## src/design/qdp_pkg.sv

```systemverilog
package qdp_pkg;

  // weight format codes
  localparam logic [1:0] FMT_Q312 = 2'd0;
  localparam logic [1:0] FMT_INT8 = 2'd1;
  localparam logic [1:0] FMT_INT4 = 2'd2;
  localparam logic [1:0] FMT_INT2 = 2'd3;

  // field widths
  localparam int unsigned DATA_W   = 16;
  localparam int unsigned RESULT_W = 32;

  // front to back queue depth
  localparam int unsigned QUEUE_DEPTH = 4;

  // offsets of the packed formats
  localparam logic signed [4:0] INT4_OFFSET = 5'sd8;
  localparam logic signed [2:0] INT2_OFFSET = 3'sd2;

  // one decoded element waiting for the back end
  typedef struct packed {
    logic signed [DATA_W-1:0] act;
    logic signed [DATA_W-1:0] weight;
    logic signed [DATA_W-1:0] scale;
    logic [1:0]               fmt;
    logic                     last;
  } qdp_entry_t;

endpackage

```

## src/design/quantized_dot_product_top.sv

```systemverilog
// Quantized dot product. Each input word carries one Q3.12 activation, the weight word
// holding the matching weight, and the row scale; tlast marks the final element of a row,
// and that element produces one saturated Q19.12 result on the master side, with tuser set
// if the accumulator or the final 32-bit result clipped during the row. The weight format
// register (0 Q3.12, 1 int8, 2 packed int4 minus 8, 3 packed int2 minus 2) is decoded by
// the front end as words arrive, and decoded elements wait in a 4-entry queue, so the slave
// side takes one word per cycle until the queue fills. The back end registers one 16x16
// multiply of each element, then does the saturating accumulate, and takes no new element
// until both are done. For a final element in formats 1 to 3 the result is then scaled,
// where the ACC_WIDTH by 16 bit scale product is built from two partial products, the low
// 32 bits of the sum magnitude times the scale, then the upper bits, one per cycle; in any
// format the result then waits for the master side before the back end takes a new element.
module quantized_dot_product_top #(
  parameter int unsigned ACC_WIDTH = 48,
  parameter int unsigned FRAC_BITS = 12
) (
  input  logic        clk,
  input  logic        rst,
  input  logic        s_tvalid,
  output logic        s_tready,
  input  logic [47:0] s_tdata,   // activation[15:0], weight_word[31:16], row_scale[47:32]
  input  logic        s_tlast,   // last_element
  output logic        m_tvalid,
  input  logic        m_tready,
  output logic [31:0] m_tdata,   // dot_result[31:0]
  output logic        m_tuser,   // saturated
  input  logic        cfg_wr_en,
  input  logic [1:0]  cfg_wr_data // weight_format
);
  import qdp_pkg::*;

  qdp_entry_t push_entry;
  qdp_entry_t pop_entry;
  logic       push;
  logic       pop;
  logic       queue_full;
  logic       queue_valid;

  // front end: accept and decode
  qdp_front u_front (
    .clk         (clk),
    .rst         (rst),
    .s_tvalid    (s_tvalid),
    .s_tready    (s_tready),
    .s_tdata     (s_tdata),
    .s_tlast     (s_tlast),
    .cfg_wr_en   (cfg_wr_en),
    .cfg_wr_data (cfg_wr_data),
    .queue_full  (queue_full),
    .push        (push),
    .entry       (push_entry)
  );

  // decoupling queue
  qdp_queue u_queue (
    .clk        (clk),
    .rst        (rst),
    .push       (push),
    .push_entry (push_entry),
    .full       (queue_full),
    .pop        (pop),
    .not_empty  (queue_valid),
    .pop_entry  (pop_entry)
  );

  // back end: accumulate, scale, emit
  qdp_back #(
    .ACC_WIDTH (ACC_WIDTH),
    .FRAC_BITS (FRAC_BITS)
  ) u_back (
    .clk         (clk),
    .rst         (rst),
    .entry_valid (queue_valid),
    .entry       (pop_entry),
    .entry_pop   (pop),
    .m_tvalid    (m_tvalid),
    .m_tready    (m_tready),
    .m_tdata     (m_tdata),
    .m_tuser     (m_tuser)
  );

endmodule

```

## src/design/qdp_front.sv

```systemverilog
module qdp_front (
  input  logic                clk,
  input  logic                rst,
  input  logic                s_tvalid,
  output logic                s_tready,
  input  logic [47:0]         s_tdata,
  input  logic                s_tlast,
  input  logic                cfg_wr_en,
  input  logic [1:0]          cfg_wr_data,
  input  logic                queue_full,
  output logic                push,
  output qdp_pkg::qdp_entry_t entry
);
  import qdp_pkg::*;

  logic [1:0]               weight_format;
  logic [1:0]               position;
  logic [7:0]               wbyte;
  logic [3:0]               nib;
  logic [1:0]               crumb;
  logic signed [DATA_W-1:0] weight;

  assign s_tready = !queue_full;
  assign push     = s_tvalid && s_tready;
  assign wbyte    = s_tdata[23:16];

  // format register
  always_ff @(posedge clk) begin
    if (rst) begin
      weight_format <= FMT_Q312;
    end else if (cfg_wr_en) begin
      weight_format <= cfg_wr_data;
    end
  end

  // element position within the row, modulo 4
  always_ff @(posedge clk) begin
    if (rst) begin
      position <= 2'd0;
    end else if (push) begin
      position <= s_tlast ? 2'd0 : position + 2'd1;
    end
  end

  // weight field select
  always_comb begin
    nib = position[0] ? wbyte[7:4] : wbyte[3:0];
    case (position)
      2'd0:    crumb = wbyte[1:0];
      2'd1:    crumb = wbyte[3:2];
      2'd2:    crumb = wbyte[5:4];
      default: crumb = wbyte[7:6];
    endcase
  end

  // weight decode
  always_comb begin
    unique case (weight_format)
      FMT_Q312: weight = s_tdata[31:16];
      FMT_INT8: weight = DATA_W'(signed'(wbyte));
      FMT_INT4: weight = DATA_W'(signed'({1'b0, nib}) - INT4_OFFSET);
      default:  weight = DATA_W'(signed'({1'b0, crumb}) - INT2_OFFSET);
    endcase
  end

  // queue entry
  always_comb begin
    entry.act    = s_tdata[15:0];
    entry.weight = weight;
    entry.scale  = s_tdata[47:32];
    entry.fmt    = weight_format;
    entry.last   = s_tlast;
  end

endmodule

```

## src/design/qdp_queue.sv

```systemverilog
module qdp_queue (
  input  logic                clk,
  input  logic                rst,
  input  logic                push,
  input  qdp_pkg::qdp_entry_t push_entry,
  output logic                full,
  input  logic                pop,
  output logic                not_empty,
  output qdp_pkg::qdp_entry_t pop_entry
);
  import qdp_pkg::*;

  localparam int unsigned PTR_W = $clog2(QUEUE_DEPTH);
  localparam int unsigned CNT_W = $clog2(QUEUE_DEPTH + 1);

  qdp_entry_t       slots [QUEUE_DEPTH];
  logic [PTR_W-1:0] wr_ptr;
  logic [PTR_W-1:0] rd_ptr;
  logic [CNT_W-1:0] count;

  assign full      = (count == CNT_W'(QUEUE_DEPTH));
  assign not_empty = (count != '0);
  assign pop_entry = slots[rd_ptr];

  // storage
  always_ff @(posedge clk) begin
    if (push) begin
      slots[wr_ptr] <= push_entry;
    end
  end

  // pointers and fill count
  always_ff @(posedge clk) begin
    if (rst) begin
      wr_ptr <= '0;
      rd_ptr <= '0;
      count  <= '0;
    end else begin
      if (push) begin
        wr_ptr <= (wr_ptr == PTR_W'(QUEUE_DEPTH - 1)) ? '0 : wr_ptr + 1'b1;
      end
      if (pop) begin
        rd_ptr <= (rd_ptr == PTR_W'(QUEUE_DEPTH - 1)) ? '0 : rd_ptr + 1'b1;
      end
      if (push && !pop) begin
        count <= count + 1'b1;
      end else if (pop && !push) begin
        count <= count - 1'b1;
      end
    end
  end

endmodule

```

## src/design/qdp_back.sv

```systemverilog
module qdp_back #(
  parameter int unsigned ACC_WIDTH = 48,
  parameter int unsigned FRAC_BITS = 12
) (
  input  logic                clk,
  input  logic                rst,
  input  logic                entry_valid,
  input  qdp_pkg::qdp_entry_t entry,
  output logic                entry_pop,
  output logic                m_tvalid,
  input  logic                m_tready,
  output logic [31:0]         m_tdata,
  output logic                m_tuser
);
  import qdp_pkg::*;

  localparam int unsigned HI_W   = ACC_WIDTH - 32;
  localparam int unsigned FULL_W = ACC_WIDTH + 17;

  localparam logic [2:0] ST_TAKE  = 3'd0;
  localparam logic [2:0] ST_ACC   = 3'd1;
  localparam logic [2:0] ST_ABS   = 3'd2;
  localparam logic [2:0] ST_MLO   = 3'd3;
  localparam logic [2:0] ST_MHI   = 3'd4;
  localparam logic [2:0] ST_SCALE = 3'd5;
  localparam logic [2:0] ST_OUT   = 3'd6;

  localparam logic signed [ACC_WIDTH-1:0] ACC_MAX = {1'b0, {(ACC_WIDTH-1){1'b1}}};
  localparam logic signed [ACC_WIDTH-1:0] ACC_MIN = {1'b1, {(ACC_WIDTH-1){1'b0}}};
  localparam logic [31:0]       PROD_HALF = 32'd1 << (FRAC_BITS - 1);
  localparam logic [FULL_W-1:0] SCALE_HALF = FULL_W'(1) << (FRAC_BITS - 1);
  localparam logic [31:0]       POS_LIM = 32'h7fff_ffff;
  localparam logic [31:0]       NEG_LIM = 32'h8000_0000;

  logic [2:0]                  state;
  logic signed [31:0]          prod;
  logic signed [DATA_W-1:0]    scale;
  logic [1:0]                  fmt;
  logic                        last;
  logic signed [ACC_WIDTH-1:0] running_sum;
  logic                        clip_seen;
  logic [ACC_WIDTH-1:0]        ms;
  logic [DATA_W-1:0]           mc;
  logic                        neg;
  logic [47:0]                 pp_lo;
  logic [HI_W+15:0]            pp_hi;
  logic [31:0]                 res_data;
  logic                        res_clip;

  logic [31:0]                 pmag;
  logic [31:0]                 prnd;
  logic signed [31:0]          addend;
  logic [ACC_WIDTH:0]          sum_ext;
  logic                        acc_ovf;
  logic                        fit32;
  logic [FULL_W-1:0]           full;
  logic [FULL_W-1:0]           mag;
  logic [31:0]                 lim;
  logic                        mag_clip;
  logic [31:0]                 mag32;
  logic                        out_load;

  assign entry_pop = (state == ST_TAKE) && entry_valid;

  // output register loads when it is free or being drained
  assign out_load = (state == ST_OUT) && (!m_tvalid || m_tready);

  // rounding of Q24 products (format 0 only) and saturating accumulate
  always_comb begin
    pmag    = prod[31] ? 32'(-prod) : 32'(prod);
    prnd    = (pmag + PROD_HALF) >> FRAC_BITS;
    addend  = (fmt == FMT_Q312) ? (prod[31] ? signed'(-prnd) : signed'(prnd)) : prod;
    sum_ext = {running_sum[ACC_WIDTH-1], running_sum}
            + {{(ACC_WIDTH-31){addend[31]}}, addend};
    acc_ovf = sum_ext[ACC_WIDTH] != sum_ext[ACC_WIDTH-1];
  end

  // unscaled result range check
  assign fit32 = (&running_sum[ACC_WIDTH-1:31]) || !(|running_sum[ACC_WIDTH-1:31]);

  // scaled magnitude, rounding and clip
  always_comb begin
    full     = FULL_W'({pp_hi, 32'd0}) + FULL_W'(pp_lo) + SCALE_HALF;
    mag      = full >> FRAC_BITS;
    lim      = neg ? NEG_LIM : POS_LIM;
    mag_clip = mag > FULL_W'(lim);
    mag32    = mag_clip ? lim : mag[31:0];
  end

  // sequencer
  always_ff @(posedge clk) begin
    if (rst) begin
      state       <= ST_TAKE;
      running_sum <= '0;
      clip_seen   <= 1'b0;
      m_tvalid    <= 1'b0;
    end else begin
      if (out_load) begin
        m_tvalid <= 1'b1;
      end else if (m_tvalid && m_tready) begin
        m_tvalid <= 1'b0;
      end
      unique case (state)
        ST_TAKE: begin
          if (entry_valid) begin
            prod  <= entry.act * entry.weight;
            scale <= entry.scale;
            fmt   <= entry.fmt;
            last  <= entry.last;
            state <= ST_ACC;
          end
        end
        ST_ACC: begin
          if (acc_ovf) begin
            running_sum <= sum_ext[ACC_WIDTH] ? ACC_MIN : ACC_MAX;
            clip_seen   <= 1'b1;
          end else begin
            running_sum <= sum_ext[ACC_WIDTH-1:0];
          end
          state <= last ? ST_ABS : ST_TAKE;
        end
        ST_ABS: begin
          ms  <= running_sum[ACC_WIDTH-1] ? ACC_WIDTH'(-running_sum) : ACC_WIDTH'(running_sum);
          mc  <= scale[DATA_W-1] ? DATA_W'(-scale) : DATA_W'(scale);
          neg <= running_sum[ACC_WIDTH-1] != scale[DATA_W-1];
          if (fmt == FMT_Q312) begin
            if (fit32) begin
              res_data <= running_sum[31:0];
              res_clip <= clip_seen;
            end else begin
              res_data <= running_sum[ACC_WIDTH-1] ? NEG_LIM : POS_LIM;
              res_clip <= 1'b1;
            end
            state <= ST_OUT;
          end else begin
            state <= ST_MLO;
          end
        end
        ST_MLO: begin
          pp_lo <= ms[31:0] * mc;
          state <= ST_MHI;
        end
        ST_MHI: begin
          pp_hi <= ms[ACC_WIDTH-1:32] * mc;
          state <= ST_SCALE;
        end
        ST_SCALE: begin
          res_data <= neg ? 32'(-mag32) : mag32;
          res_clip <= clip_seen || mag_clip;
          state    <= ST_OUT;
        end
        ST_OUT: begin
          if (out_load) begin
            m_tdata     <= res_data;
            m_tuser     <= res_clip;
            running_sum <= '0;
            clip_seen   <= 1'b0;
            state       <= ST_TAKE;
          end
        end
        default: begin
          state <= ST_TAKE;
        end
      endcase
    end
  end

endmodule
```

## config.mk

```make
export PLATFORM = sky130hd
export DESIGN_NAME = quantized_dot_product_top
export DESIGN_NICKNAME = d
export VERILOG_FILES = /design/src/design/qdp_pkg.sv /design/src/design/quantized_dot_product_top.sv /design/src/design/qdp_front.sv /design/src/design/qdp_queue.sv /design/src/design/qdp_back.sv
export SDC_FILE = /design/constraint.sdc
export NUM_CORES = 2
export LEC_CHECK = 0
export ABC_CLOCK_PERIOD_IN_PS = 13100
export BUFFER_PORTS_ARGS = -buffer_cell sky130_fd_sc_hd__buf_2
export CELL_PAD_IN_SITES_DETAIL_PLACEMENT = 0
export CELL_PAD_IN_SITES_GLOBAL_PLACEMENT = 1
export CORE_MARGIN = 4
export CORE_UTILIZATION = 38
export DETAILED_ROUTE_END_ITERATION = 16
export PLACE_DENSITY = 0.73
export SYNTH_ARGS = -nofsm -noshare
export SYNTH_HDL_FRONTEND = slang
export SYNTH_SLANG_ARGS = --single-unit
```

## constraint.sdc

```tcl
create_clock -name clk -period 13.1 [get_ports clk]
set_clock_uncertainty 0.2 [all_clocks]
set_input_delay 1.31 -clock clk [delete_from_list [all_inputs] [get_ports clk]]
set_output_delay 1.31 -clock clk [all_outputs]
set_load 0.01 [all_outputs]
```

[Word level (Yosys, flattened, before mapping)]
Memory sizes are Yosys's and may differ from the RTL's. A register that Yosys moved wholly into a read port is not among the register bits.
Index checks and enable logic that the tools add are counted.
Storage, ports and cells
  register bits after elaboration: 326
  memory bits (writable): 204
  bits of input ports: 56
  output and inout port bits: 35
  logic and storage cells: 140
  memories: 1
Memories
  u_queue.slots: words 4, bits a word 51, rd ports 1, clocked after memory_dff 1, write ports 1, RTL line qdp_queue.sv:16  | qdp_entry_t slots [QUEUE_DEPTH];
Cells by class
  add/subtract/negate cells: 16
  multipliers: 3
  $lt $le $gt $ge: 1
  equality and inequality tests: 19
  multiplexer cells: 41
  bitwise logic cells: 1
  reductions and logical operators: 34
Operators with widths (number)
  32-bit 2-to-1 mux: 9
  48-bit 2-to-1 mux: 3
  48-bit case mux with 2 select lines: 1
  64-bit by 48-bit adder with 65-bit output: 1
  65-bit by 12-bit adder with 65-bit output, second input constant: 1
  16-bit by 16-bit multiplier with 32-bit output: 2
  32-bit negator: 2
  32-bit case mux with 2 select lines: 1
  53-bit by 32-bit > comparator with 1-bit output: 1
  48-bit by 32-bit adder with 49-bit output: 1
  32-bit by 16-bit multiplier with 48-bit output: 1
  48-bit negator: 1
  16-bit case mux with 3 select lines: 1
  47-bit 2-to-1 mux: 1
  32-bit by 12-bit adder with 32-bit output, second input constant: 1
  20-bit negator with 32-bit output: 1
  3-bit case mux with 7 select lines: 1
  17-bit AND reduction: 1
  17-bit OR reduction: 1
  16-bit negator: 1
  15-bit 2-to-1 mux: 1
  3-bit 2-to-1 mux: 5
  3-bit equality test, second input constant: 4
  2-bit 2-to-1 mux: 6
  other kinds (25): 67

[Depth between registers and ports, before layout]
  word-level depth: 10
  mapped depth: 34
  depth with buffers taken out: 30

[Hierarchy]
A second synthesis with hierarchy kept.
Second synthesis, totals
  cells, all modules: 6074
  area, all modules: 60191.5 um^2
Modules (own cells, without submodules)
  qdp_back: instances 1, cells an instance 5653, area each 51549.4 um^2, seq. area each 8598.2 um^2
  qdp_queue: instances 1, cells an instance 311, area each 7860.0 um^2, seq. area each 6306.0 um^2
  qdp_front: instances 1, cells an instance 110, area each 782.0 um^2, seq. area each 80.1 um^2

[Worst setup path before layout]
No wires, ideal clock.
  path kind: register to register
  start point: reg u_back.prod[31]
  end point: reg u_back.running_sum[41]
  setup time: 59 ps
  arrival: 7602 ps
  required time: 12841 ps
  slack: 5239 ps
  cell stages (with the launch flop): 32
  path buffers: 5
  clock period less this slack: 7861 ps
  path through: edfxtp_1 > clkbuf_1 > clkbuf_1 > clkbuf_1 > buf_1 > o31ai_1 > xnor2_1 > ha_1 > inv_1 > a21o_1 > a21oi_1 > o22a_1 > xnor2_1 > nor4_1 > nand2_1 > or3b_1 > or4_4 > nand3b_4 > and2b_4 > o21a_1 > ha_1 > nand2_1 > or3_1 > a21o_1 > a21oi_1 > a41oi_1 > o311ai_0 > a21boi_0 > a2111oi_1 > clkbuf_1 > o21ai_0 > nand2_1
On the way
  cells in the longest elaborated chain, start to end: 10
  elaborated cells between the ends (all ways): 11
  classes of those cells: add/sub: 4; eq/ne: 1; mux: 6
Ends and longest elaborated chain
  start, declared: RTL line qdp_back.sv:36  | logic signed [31:0] prod;
  start signal, assigned: RTL line qdp_back.sv:106  | prod <= entry.act * entry.weight;
  32-bit negator: RTL line qdp_back.sv:70  | pmag = prod[31] ? 32'(-prod) : 32'(prod);
  32-bit 2-to-1 mux: RTL line qdp_back.sv:70
  32-bit by 12-bit adder with 32-bit output: RTL line qdp_back.sv:71  | prnd = (pmag + PROD_HALF) >> FRAC_BITS;
  20-bit negator with 32-bit output: RTL line qdp_back.sv:72  | addend = (fmt == FMT_Q312) ? (prod[31] ? signed'(-prnd) : signed'(prnd)) : prod;
  32-bit 2-to-1 mux: RTL line qdp_back.sv:72
  32-bit 2-to-1 mux *: RTL line qdp_back.sv:72
  48-bit by 32-bit adder with 49-bit output *: RTL line qdp_back.sv:74  | + {{(ACC_WIDTH-31){addend[31]}}, addend};
  48-bit 2-to-1 mux or 1-bit inequality test (tied branches): RTL line qdp_back.sv:115, qdp_back.sv:75
  48-bit 2-to-1 mux *: RTL line qdp_back.sv:114  | if (acc_ovf) begin
  48-bit case mux with 2 select lines *: RTL line qdp_back.sv:103  | unique case (state)
  end signal, assigned: RTL line qdp_back.sv:115  | running_sum <= sum_ext[ACC_WIDTH] ? ACC_MIN : ACC_MAX;
  end signal, assigned: RTL line qdp_back.sv:118  | running_sum <= sum_ext[ACC_WIDTH-1:0];
  end, declared: RTL line qdp_back.sv:40  | logic signed [ACC_WIDTH-1:0] running_sum;
Mark *: on every way between the ends. The rest lies on a longest branch, timed or not.
A chain may end at the register's enable or synchronous reset.

[Worst setup path after layout]
  start point: reg u_back.prod[9]
  end point: reg u_back.running_sum[26]
The elaborated chain is that of the path after synthesis.

==> flow_summary.toml <==
[final_layout]
final_nets = 7433
drive_gt1_frac = 0.0642
fill_cells = 15500
area_growth_syn_to_layout_pct = 7.54
final_common_cell = "nand2_1"
final_cell_mix = "952 x nand2_1, 927 x inv_1, 875 x fa_1"
final_util = 0.411
finalInstanceArea_sq_um = 65000

[critical_path]
cp_data_arrival_time_ps = 9540
crit_type = "flop to flop"
reg2regPathDepth = 25
crit_fanout = 27
end_kind = "flop"
reg2reg_from = "u_back.prod[9]"
critPathRequiredTime_ps = 13430
critPathLaunchType = "flop"
r2r_slack_ps = 3900
rr_endpoint = "u_back.running_sum[26]"

[routing]
wire_per_inst_um = 20.2
first_pass_iters = 6
wirelength_um = 166000
drt-initial-drc-count = 2796
avgViaCountPerCell = 5.32
num_vias = 43700
ant_nets = 0
drc = 0

[synthesis]
syn_nets = 7476
ys_types = 101
yosysSeqAreaShare = 0.248
syn_avg_cell_area_sq_um = 9.86
synth_seq_cells = 521
synthArstFlopShare = 0
yosys_warnings = 0
synth-edff-count = 455
synth_area_sq_um = 60400
netlist_instances = 6129
synth_ff_type = "edfxtp_1"

[global_route]
gr-usage-all-layers = 0.205
grt_pass1_vias = 46100
overflow = 0
antenna_found_initial = 9
grt_max_degree = 66
grt_pass1_wl_um = 265000

[place]
dp_slack_ps = 4020
dpl_cell_area_sq_um = 63100
dp_hpwl_um = 126000
gp_congestion = 0.907
numPortBuffers = 90

[run_status]
outcome = "complete, no violations"

[min_path]
hold_path.class = "flop to flop"
min_to = "u_back.m_tuser"
holdPathStages = 0
hold_start = "u_back.res_clip"

[clocking]
cts_resized = 0
clk_latency_ps = 720
postCtsSetupBuffers = 0
htree_levels = 2
cts_made_buffers = 61
cts_tree = "done"
ctsHoldBuffers = 0
clock-sinks = 521
clockBufferDepth = 3
cts-root-buf = "clkbuf_16"
clk_pin_slew_worst_paths_ps = 60

[sta]
finalSetupViolCount = 0
tightest_slew_ps = 1210
fin_crit_sh = 0.703
slew_viol_final = 0
rsz0062_at_grt = "no"
slew_headroom = 0.194
fmax_mhz = 109
fin_setup_tns_ps = 0
finalWorstSetupSlack_ps = 3900
hold_viol = 0
finalCriticalPeriod_ps = 9200

[floorplanning]
start_util = 0.382
ios = 91
die-area_sq_um = 165000
die_h_um = 407
core.rowCount = 146
die_w_um = 407
coreArea_sq_um = 158000

[job]
maxCapViolCount = 0
==> stage by stage <==
stage	hold slack (ps)	std cells
after global placement	204	8095
final	166	8213
after CTS	163	8210
after floorplan	200	6129
after global routing	169	8210
after detailed placement	205	8095
==> critical path, cell delays in order (launching register included) <==
cell and delay (ps):
edfxtp_1 380, or4_1 620, or4b_1 840, or4_1 730, o21ai_1 200, xor2_1 160, or4b_4 590, or2_4 290
a211oi_1 300, inv_1 190, o21ai_1 210, a311oi_1 130, a211oi_1 320, ha_1 300, o21a_1 140, nor2_1 50
or3_1 350, a21o_1 200, a21oi_1 270, a41oi_1 340, o311ai_0 450, and2_1 310, xnor2_2 370, buf_4 360
or4_1 530, a22o_1 200
==> worst max path at each step <==
stage,cells past startpoint,endpoint,from,slack [ps]
after floorplan,31,u_back.running_sum[41],u_back.prod[31],5240
after global placement,26,u_back.running_sum[26],u_back.prod[9],4200
after detailed placement,26,u_back.running_sum[26],u_back.prod[10],4020
after CTS,25,u_back.running_sum[26],u_back.prod[8],3910
after global routing,26,u_back.running_sum[26],u_back.prod[10],3370
final,25,u_back.running_sum[26],u_back.prod[9],3900
==> registers in the layout, summed over array words and instances (netlist names), 2 cells and up, named ones only <==
register and cells:
u_back.ms 48, u_front.position 2, u_back.fmt 2, u_queue.rd_ptr 2, u_back.mc 16, u_back.state 3
u_queue.wr_ptr 2, u_back.prod 32, u_back.res_data 32, u_back.pp_lo 37, u_back.m_tdata 32, u_front.weight_format 2
u_back.scale 16, u_back.running_sum 48, u_queue.count 3, u_queue.slots 204, u_back.pp_hi 32
==> cell families after synthesis <==
kind of cell | share of synthesized area
AO/OA/AOI/OAI | 0.0884
XOR/XNOR | 0.0392
adder cells (fa/ha/maj) | 0.376
buffers and inverters | 0.0747
flip-flops | 0.248
multiplexers | 0.0225
AND/OR/NAND/NOR | 0.151
==> cells in the mapped netlist (46+ instances only) <==
cell	n	share of area
fa_1	875	0.29
nand2_1	952	0.059
or3_1	46	0.0048
dfxtp_1	66	0.022
edfxtp_1	455	0.23
a21oi_1	201	0.017
clkbuf_1	248	0.015
xor2_1	73	0.011
o21ai_0	222	0.018
nor2_1	239	0.015
xnor2_1	195	0.028
a21o_1	78	0.0097
o21a_1	53	0.0066
nor3_1	81	0.0067
and2_1	306	0.032
inv_1	927	0.058
ha_1	416	0.086
nand3_1	66	0.0055
==> final cells by class <==
type                    instances  area (sq um)  share of cell area
diodes                          3          7.51            0.000116
clock buffers                  71          1570              0.0241
clock inverters                44           357             0.00549
inverters                     930          3490              0.0537
multi-input cells            4411         41000               0.631
flip-flops and latches        521         15000               0.231
well taps                    2072          2590              0.0399
repair buffers                161           983              0.0151
==> metal layers <==
| metal | track usage | wire [um] |
|---|---|---|
| met3 | 0.0247 | 8540 |
| met5 | 0 | 23 |
| met1 | 0.264 | 69200 |
| met2 | 0.358 | 82000 |
| met4 | 0.0677 | 6110 |
Power is not shown: default switching activity piles up to over one toggle a cycle in this logic, so the estimate is an artifact.
